==> src/design/trqf_pkg.sv <==
`timescale 1ns / 1ps
// Package for the radius query filter: widths, codes, item and stage types.
// Holds the axis distance function. Depends on nothing.
package trqf_pkg;

  localparam int COORD_BITS = 24;
  localparam int POS_W      = 24;
  localparam int SIZE_W     = 24;
  localparam int ID_W       = 31;
  localparam int SQ_W       = 2 * POS_W;
  localparam int DIST_W     = 49;
  localparam int CNT_W      = 16;
  localparam int CFG_DATA_W = 24;

  localparam int MASK_BITS = (COORD_BITS < POS_W) ? COORD_BITS : POS_W;
  localparam logic [POS_W-1:0] COORD_MASK = POS_W'((64'd1 << MASK_BITS) - 64'd1);

  localparam logic [SIZE_W-1:0] SIZE_RESET = '1;
  localparam logic [CNT_W-1:0]  MAX_RESET  = '1;

  typedef enum logic {
    CMD_QUERY  = 1'b0,
    CMD_ENTITY = 1'b1
  } trqf_cmd_t;

  typedef enum logic [1:0] {
    REG_WORLD_WIDTH  = 2'd0,
    REG_WORLD_HEIGHT = 2'd1,
    REG_WRAP_ENABLE  = 2'd2,
    REG_MAX_MATCHES  = 2'd3
  } trqf_reg_t;

  typedef struct packed {
    trqf_cmd_t        cmd;
    logic [POS_W-1:0] pos_x;
    logic [POS_W-1:0] pos_y;
    logic [POS_W-1:0] radius;
    logic [ID_W-1:0]  entity_id;
    logic             last_entity;
  } trqf_item_t;

  typedef struct packed {
    logic [ID_W-1:0]   match_id;
    logic [DIST_W-1:0] dist_sq;
    logic              inside_res;
    logic              stored;
    logic [CNT_W-1:0]  match_count;
    logic              last;
  } trqf_result_t;

  typedef struct packed {
    trqf_reg_t             reg_index;
    logic [CFG_DATA_W-1:0] wdata;
  } trqf_cfg_wr_t;

  typedef struct packed {
    logic [SIZE_W-1:0] world_width;
    logic [SIZE_W-1:0] world_height;
    logic              wrap_enable;
    logic [CNT_W-1:0]  max_matches;
  } trqf_cfg_t;

  // For a query the x slot carries the radius, so that it is squared downstream.
  typedef struct packed {
    trqf_cmd_t        cmd;
    logic [POS_W-1:0] ax;
    logic [POS_W-1:0] ay;
    logic [ID_W-1:0]  id;
    logic             last;
  } trqf_dist_t;

  typedef struct packed {
    trqf_cmd_t       cmd;
    logic [SQ_W-1:0] sx;
    logic [SQ_W-1:0] sy;
    logic [ID_W-1:0] id;
    logic            last;
  } trqf_sq_t;

  // Absolute axis difference; with wrap on, a difference above half the size
  // is replaced by its distance to the size.
  function automatic logic [POS_W-1:0] axis_dist(input logic [POS_W-1:0] a,
                                                 input logic [POS_W-1:0] b,
                                                 input logic [SIZE_W-1:0] size,
                                                 input logic wrap);
    logic [POS_W-1:0] d;
    logic [POS_W:0]   d2;
    d  = (a > b) ? (a - b) : (b - a);
    d2 = {d, 1'b0};
    if (wrap && (d2 > {1'b0, size})) begin
      d = (size > d) ? (size - d) : (d - size);
    end
    return d;
  endfunction

endpackage

==> src/design/trqf_ifs.sv <==
`timescale 1ns / 1ps
// Valid/ready channel interfaces for the input items, result items and
// configuration writes. Depends on trqf_pkg.
interface trqf_item_if;
  import trqf_pkg::*;
  logic       valid;
  logic       ready;
  trqf_item_t data;
  modport source(output valid, output data, input ready);
  modport sink(input valid, input data, output ready);
endinterface

interface trqf_result_if;
  import trqf_pkg::*;
  logic         valid;
  logic         ready;
  trqf_result_t data;
  modport source(output valid, output data, input ready);
  modport sink(input valid, input data, output ready);
endinterface

interface trqf_cfg_if;
  import trqf_pkg::*;
  logic         valid;
  logic         ready;
  trqf_cfg_wr_t data;
  modport source(output valid, output data, input ready);
  modport sink(input valid, input data, output ready);
endinterface

==> src/design/toroidal_radius_query_filter.sv <==
`timescale 1ns / 1ps
// Top level of the fixed-radius neighbour filter with toroidal distance.
// Depends on trqf_pkg, trqf_ifs, trqf_cfg, trqf_dist, trqf_sq and trqf_eval.
//
//   Channel   Direction  Contents
//   cfg       in         register index and write data
//   items     in         query (cmd 0) or entity (cmd 1) item
//   results   out        one result item per entity item
//
// One item is accepted per cycle unless a stalled result holds the stages; an entity item's
// result passes the input register, then axis distance, squaring, compare and count.
// Query items pass through the same stages and give no result.
// Reset clears the valid bits, the query point, squared radius, count and registers.
// A stalled result holds the stages behind it; empty stages still fill.
module toroidal_radius_query_filter (
  input  logic          clk,
  input  logic          rst,
  trqf_cfg_if.sink      cfg,
  trqf_item_if.sink     items,
  trqf_result_if.source results
);
  import trqf_pkg::*;

  trqf_cfg_t  regs;
  logic       dist_valid;
  logic       dist_ready;
  trqf_dist_t dist_data;
  logic       sq_valid;
  logic       sq_ready;
  trqf_sq_t   sq_data;

  trqf_cfg u_cfg (
    .clk  (clk),
    .rst  (rst),
    .wr   (cfg),
    .regs (regs)
  );

  trqf_dist u_dist (
    .clk       (clk),
    .rst       (rst),
    .items     (items),
    .regs      (regs),
    .out_valid (dist_valid),
    .out_ready (dist_ready),
    .out_data  (dist_data)
  );

  trqf_sq u_sq (
    .clk       (clk),
    .rst       (rst),
    .in_valid  (dist_valid),
    .in_ready  (dist_ready),
    .in_data   (dist_data),
    .out_valid (sq_valid),
    .out_ready (sq_ready),
    .out_data  (sq_data)
  );

  trqf_eval u_eval (
    .clk      (clk),
    .rst      (rst),
    .in_valid (sq_valid),
    .in_ready (sq_ready),
    .in_data  (sq_data),
    .regs     (regs),
    .results  (results)
  );

endmodule

==> src/design/trqf_cfg.sv <==
`timescale 1ns / 1ps
// Configuration register file: world size, wrap mode and match limit.
// Depends on trqf_pkg and trqf_ifs.
module trqf_cfg (
  input  logic                clk,
  input  logic                rst,
  trqf_cfg_if.sink            wr,
  output trqf_pkg::trqf_cfg_t regs
);
  import trqf_pkg::*;

  assign wr.ready = 1'b1;

  always_ff @(posedge clk) begin
    if (rst) begin
      regs.world_width  <= SIZE_RESET;
      regs.world_height <= SIZE_RESET;
      regs.wrap_enable  <= 1'b0;
      regs.max_matches  <= MAX_RESET;
    end else if (wr.valid) begin
      unique case (wr.data.reg_index)
        REG_WORLD_WIDTH:  regs.world_width  <= wr.data.wdata[SIZE_W-1:0];
        REG_WORLD_HEIGHT: regs.world_height <= wr.data.wdata[SIZE_W-1:0];
        REG_WRAP_ENABLE:  regs.wrap_enable  <= wr.data.wdata[0];
        REG_MAX_MATCHES:  regs.max_matches  <= wr.data.wdata[CNT_W-1:0];
      endcase
    end
  end

endmodule

==> src/design/trqf_dist.sv <==
`timescale 1ns / 1ps
// Input register, query point store and per-axis distance stage.
// Depends on trqf_pkg and trqf_ifs.
module trqf_dist (
  input  logic                 clk,
  input  logic                 rst,
  trqf_item_if.sink            items,
  input  trqf_pkg::trqf_cfg_t  regs,
  output logic                 out_valid,
  input  logic                 out_ready,
  output trqf_pkg::trqf_dist_t out_data
);
  import trqf_pkg::*;

  logic             in_valid;
  trqf_item_t       in_item;
  trqf_item_t       in_masked;
  logic [POS_W-1:0] query_x;
  logic [POS_W-1:0] query_y;
  logic             s1_ready;
  logic             advance;
  trqf_dist_t       dist_next;

  assign s1_ready    = !out_valid || out_ready;
  assign advance     = in_valid && s1_ready;
  assign items.ready = !in_valid || s1_ready;

  always_comb begin
    in_masked        = items.data;
    in_masked.pos_x  = items.data.pos_x & COORD_MASK;
    in_masked.pos_y  = items.data.pos_y & COORD_MASK;
    in_masked.radius = items.data.radius & COORD_MASK;
  end

  always_comb begin
    dist_next.cmd  = in_item.cmd;
    dist_next.id   = in_item.entity_id;
    dist_next.last = in_item.last_entity;
    if (in_item.cmd == CMD_QUERY) begin
      dist_next.ax = in_item.radius;
      dist_next.ay = '0;
    end else begin
      dist_next.ax = axis_dist(in_item.pos_x, query_x, regs.world_width, regs.wrap_enable);
      dist_next.ay = axis_dist(in_item.pos_y, query_y, regs.world_height, regs.wrap_enable);
    end
  end

  always_ff @(posedge clk) begin
    if (rst) begin
      in_valid  <= 1'b0;
      out_valid <= 1'b0;
      query_x   <= '0;
      query_y   <= '0;
    end else begin
      if (items.valid && items.ready) begin
        in_valid <= 1'b1;
      end else if (advance) begin
        in_valid <= 1'b0;
      end
      if (s1_ready) begin
        out_valid <= in_valid;
      end
      if (advance && (in_item.cmd == CMD_QUERY)) begin
        query_x <= in_item.pos_x;
        query_y <= in_item.pos_y;
      end
    end
  end

  always_ff @(posedge clk) begin
    if (items.valid && items.ready) begin
      in_item <= in_masked;
    end
    if (advance) begin
      out_data <= dist_next;
    end
  end

endmodule

==> src/design/trqf_sq.sv <==
`timescale 1ns / 1ps
// Squaring stage: two 24 by 24 bit products per item, registered.
// Depends on trqf_pkg.
module trqf_sq (
  input  logic                 clk,
  input  logic                 rst,
  input  logic                 in_valid,
  output logic                 in_ready,
  input  trqf_pkg::trqf_dist_t in_data,
  output logic                 out_valid,
  input  logic                 out_ready,
  output trqf_pkg::trqf_sq_t   out_data
);
  import trqf_pkg::*;

  logic advance;

  assign in_ready = !out_valid || out_ready;
  assign advance  = in_valid && in_ready;

  always_ff @(posedge clk) begin
    if (rst) begin
      out_valid <= 1'b0;
    end else if (in_ready) begin
      out_valid <= in_valid;
    end
  end

  always_ff @(posedge clk) begin
    if (advance) begin
      out_data.cmd  <= in_data.cmd;
      out_data.sx   <= SQ_W'(in_data.ax) * SQ_W'(in_data.ax);
      out_data.sy   <= SQ_W'(in_data.ay) * SQ_W'(in_data.ay);
      out_data.id   <= in_data.id;
      out_data.last <= in_data.last;
    end
  end

endmodule

==> src/design/trqf_eval.sv <==
`timescale 1ns / 1ps
// Sum, radius compare, saturating match count and result register.
// Depends on trqf_pkg and trqf_ifs.
module trqf_eval (
  input  logic                clk,
  input  logic                rst,
  input  logic                in_valid,
  output logic                in_ready,
  input  trqf_pkg::trqf_sq_t  in_data,
  input  trqf_pkg::trqf_cfg_t regs,
  trqf_result_if.source       results
);
  import trqf_pkg::*;

  logic [SQ_W-1:0]   radius_sq;
  logic [CNT_W-1:0]  count_reg;
  logic [DIST_W-1:0] dist_sum;
  logic              in_range;
  logic              keep;
  logic [CNT_W-1:0]  count_next;
  logic              take;

  assign in_ready = !results.valid || results.ready;
  assign take     = in_valid && in_ready;

  always_comb begin
    dist_sum   = DIST_W'(in_data.sx) + DIST_W'(in_data.sy);
    in_range   = dist_sum <= DIST_W'(radius_sq);
    keep       = in_range && (count_reg < regs.max_matches);
    count_next = keep ? count_reg + CNT_W'(1) : count_reg;
  end

  always_ff @(posedge clk) begin
    if (rst) begin
      results.valid <= 1'b0;
      radius_sq     <= '0;
      count_reg     <= '0;
    end else begin
      if (take) begin
        results.valid <= (in_data.cmd == CMD_ENTITY);
        if (in_data.cmd == CMD_QUERY) begin
          radius_sq <= in_data.sx;
          count_reg <= '0;
        end else begin
          count_reg <= count_next;
        end
      end else if (results.ready) begin
        results.valid <= 1'b0;
      end
    end
  end

  always_ff @(posedge clk) begin
    if (take && (in_data.cmd == CMD_ENTITY)) begin
      results.data.match_id    <= in_data.id;
      results.data.dist_sq     <= dist_sum;
      results.data.inside_res  <= in_range;
      results.data.stored      <= keep;
      results.data.match_count <= count_next;
      results.data.last        <= in_data.last;
    end
  end

endmodule
==> src/flat_wrapper.sv <==
// flat-port wrapper written by rule: the top's interface ports become plain ports
module toroidal_radius_query_filter_flat import trqf_pkg::*;
  (clk, rst, cfg_valid, cfg_data, cfg_ready, items_valid, items_data, items_ready, results_valid, results_data, results_ready);
  trqf_cfg_if cfg_i ();
  trqf_item_if items_i ();
  trqf_result_if results_i ();
  input  logic clk;
  input  logic rst;
  input wire logic [$bits(cfg_i.valid)-1:0] cfg_valid;
  input wire logic [$bits(cfg_i.data)-1:0] cfg_data;
  output wire logic [$bits(cfg_i.ready)-1:0] cfg_ready;
  input wire logic [$bits(items_i.valid)-1:0] items_valid;
  input wire logic [$bits(items_i.data)-1:0] items_data;
  output wire logic [$bits(items_i.ready)-1:0] items_ready;
  output wire logic [$bits(results_i.valid)-1:0] results_valid;
  output wire logic [$bits(results_i.data)-1:0] results_data;
  input wire logic [$bits(results_i.ready)-1:0] results_ready;
  assign cfg_i.valid = cfg_valid;
  assign cfg_i.data = cfg_data;
  assign cfg_ready = cfg_i.ready;
  assign items_i.valid = items_valid;
  assign items_i.data = items_data;
  assign items_ready = items_i.ready;
  assign results_valid = results_i.valid;
  assign results_data = results_i.data;
  assign results_i.ready = results_ready;
  toroidal_radius_query_filter u_core (.clk(clk), .rst(rst), .cfg(cfg_i), .items(items_i), .results(results_i));
endmodule
==> config.mk <==
export PLATFORM = sky130hd
export DESIGN_NAME = toroidal_radius_query_filter_flat
export DESIGN_NICKNAME = d
export VERILOG_FILES = /design/src/design/trqf_pkg.sv /design/src/design/trqf_ifs.sv /design/src/design/toroidal_radius_query_filter.sv /design/src/design/trqf_cfg.sv /design/src/design/trqf_dist.sv /design/src/design/trqf_sq.sv /design/src/design/trqf_eval.sv /design/src/flat_wrapper.sv
export SDC_FILE = /design/constraint.sdc
export NUM_CORES = 2
export LEC_CHECK = 0
export ABC_AREA = 1
export BUFFER_PORTS_ARGS = -buffer_cell sky130_fd_sc_hd__buf_2
export CAP_MARGIN = 25
export CORE_MARGIN = 10
export CORE_UTILIZATION = 65
export CTS_BUF_LIST = sky130_fd_sc_hd__clkbuf_16
export CTS_CLUSTER_DIAMETER = 60
export DETAILED_ROUTE_END_ITERATION = 8
export MAX_ROUTING_LAYER = met4
export PLACE_DENSITY = 0.83
export SYNTH_ARGS = -nofsm -noshare
export SYNTH_HDL_FRONTEND = slang
export SYNTH_SLANG_ARGS = --single-unit
export TNS_END_PERCENT = 10
==> constraint.sdc <==
create_clock -name clk -period 14.06 [get_ports clk]
set_clock_uncertainty 0.05 [all_clocks]
set_input_delay 1.406 -clock clk [delete_from_list [all_inputs] [get_ports clk]]
set_output_delay 1.406 -clock clk [all_outputs]
set_load 0.03 [all_outputs]
==> results.cfg <==
[drt]
viasPerCell = 5.69
final_antenna_net_count = 0
dr.first_iter.drc_count = 4441
wl_um = 203000
firstDrtPassIters = 8
dr_total_vias = 57039
wl_per_cell_um = 20.2
drc_errors = 0

[yosys]
ys_ff_latch = 592
netlist_instances = 8422
yosysWarningCount = 0
synth-edff-count = 412
synth_top_area_share_pct = 24.3
ys_seq_area_share_pct = 22.8
synth_area_per_cell_um2 = 8.33
synth_top_family_by_area = adder cells
yosys.area.top_type = fa_1
synthAdderAreaFrac_pct = 36.7
synth_fp_nets = 10105
synthMuxAreaShare_pct = 0
synth_most_common_cell = inv_1
yosys-top-cells-count = 2054 x inv_1, 1628 x nand2_1, 851 x fa_1
synthArstFlopShare_pct = 0
ys_types = 64
synthXorXnorAreaFrac_pct = 3.88
synth.cell_area_mm2 = 0.0701
ys.flop_type = edfxtp_1
synth_compound_area_share_pct = 10.4
synth_area_leaders = fa_1 24%, edfxtp_1 18%, ha_1 12%, inv_1 11%, nand2_1 8.7%
synth_simple_gate_area_share_pct = 13.6

[clocking]
cts.sink_count = 592
clk_latency_ns = 0.69
cts_root_buf = clkbuf_16
holdBufCountCts = 0
clkTransAtPathRegs_ns = 0.06
cts_buffer_depth = 3
cts_setup_buffers = 0
cts_tree = built
cts_resized = 0
cts_buffers = 76
h-tree-depth = 3

[worst_hold_path]
worstHoldPathType = reg2reg
min_from = u_core.u_dist.dist_next[14]$_DFFE_PP_

[global_routing]
grt_max_degree = 97
grtUsageTotal_pct = 34.3
antenna_found_initial = 17
grt_pass1_vias = 59481
grt_overflow = 0
grt_pass1_wl_um = 317000

[floorplan]
initial_core_util_pct = 65.5
ios = 238
die_w_um = 348
core_mm2 = 0.107
rows = 120
die_area_mm2 = 0.121
die_h_um = 348

[cells_and_area]
fin_cells = 10030
final_area_mm2 = 0.0751
drive_gt1_share_pct = 6.03
top_regs = u_core.u_sq.out_data: 127 flops, u_core.u_eval.results.data: 99 flops, u_core.u_dist.out_data: 81 flops
area_growth_pct = 7.06
fillers = 8411
finish.net_count = 10234
largest_reg_flops = 127
largest-register = u_core.u_sq.out_data

[worst_setup_path]
crit_type = reg2reg
cp_max_fo = 24
cp.required_ns = 14.44
end_kind = flip-flop
crit_start = u_core.u_dist.out_data[34]$_SDFFCE_PN0P_
startpoint_type = flip-flop
crit_path_frequent_cell = inv_1
worstPathArrival_ns = 8.05
critPathMaxStageDelay_ns = 1.08
slowest_stage = edfxtp_1
reg2reg_from = u_core.u_dist.out_data[34]$_SDFFCE_PN0P_

[sta]
drv_slew = 0
holdWs_ns = 0.366
setup-tns-final_ns = 0
hold_viol_final = 0
finalSetupViolCount = 0
fin_crit_ns = 7.67
worst_slew_pin_slew_ns = 1.12
post-route-period-util_pct = 54.5
relSlewSlack_pct = 25.5
fmax_ghz = 0.130
rsz0062_at_grt = false

[status]
status = finished, final reports clean

[flow_run]
drv_cap = 0

[placed_design]
dp.cells = 9874
io_buffers = 236
place_congestion = 1.02
placed_area_mm2 = 0.0725
hpwl_um = 164000
[per-stage QoR]
step	util (%)	setup WS, ns
after floorplan	-	7.27
after global placement	67.7	6.64
after detailed placement	67.7	6.53
after CTS	70.1	6.51
after global routing	70.1	6.04
final	70.1	6.39
[final cells by class]
class	instances	area (um^2)	share of cell area, %
clock inverter	64	621	0.826
sequential	592	16000	21.3
inverter	2073	7790	10.4
tap	1403	1760	2.34
antenna	14	35.0	0.0467
multi-input combinational	5505	45300	60.3
clock buffer	76	1900	2.53
timing repair buffer	303	1720	2.30
[routing by layer]
metal  up-vias  track usage, %  wire length (um)
met2      2518            56.4             98200
met1     27498            40.1             76400
met3       696            6.00             16100
met4         0            18.2             12200
met5         -               -                 0
li1      26327               -                 -
[cell families after synthesis]
family / after synthesis
and+or+nand+nor: 2355
buffers and inverters: 2325
adders and majority gates: 1547
AOI/OAI and AO/OA: 1291
DFF: 592
xor gates and xnor gates: 311
other: 1
[cells in the final DEF (no fill, tap or decap), types with 18 or more instances in the layout]
cell type / instances
nor3_1: 36
nor4_1: 19
xnor2_1: 102
o211ai_1: 60
clkbuf_16: 76
buf_2: 236
nand3b_1: 28
nand2_1: 1626
nand3_1: 157
o21bai_1: 23
nand4_1: 26
a21oi_1: 603
o21ai_1: 18
edfxtp_1: 412
a31oi_1: 68
o21a_1: 23
ha_1: 696
buf_4: 65
dfxtp_1: 179
xor2_1: 209
o21ai_0: 362
a21o_1: 40
nand2_2: 21
inv_1: 2065
fa_1: 851
nor2_1: 390
[path summary, 6_finish.rpt]
check	slack, ns	cells past startpoint	endpoint
setup / recovery	6.39	25	u_core.u_sq.out_data[75]$_DFFE_PP_
hold / removal	0.37	0	u_core.u_dist.out_data[14]$_DFFE_PP_
setup reg to reg	6.39	25	u_core.u_sq.out_data[75]$_DFFE_PP_
hold reg to reg	0.37	0	u_core.u_dist.out_data[14]$_DFFE_PP_
[critical path, delay by kind of cell (launching register included)]
kind	cells	cell delay (ns)
DFF	1	1.08
AOI/OAI and AO/OA	7	1.43
xor gates and xnor gates	1	0.08
adders and majority gates	8	4.03
buffers and inverters	8	0.46
and+or+nand+nor	1	0.29
Power is left out: the tool's default activity adds up to more than one toggle a clock period on the data nets, which glitch-free logic cannot reach.
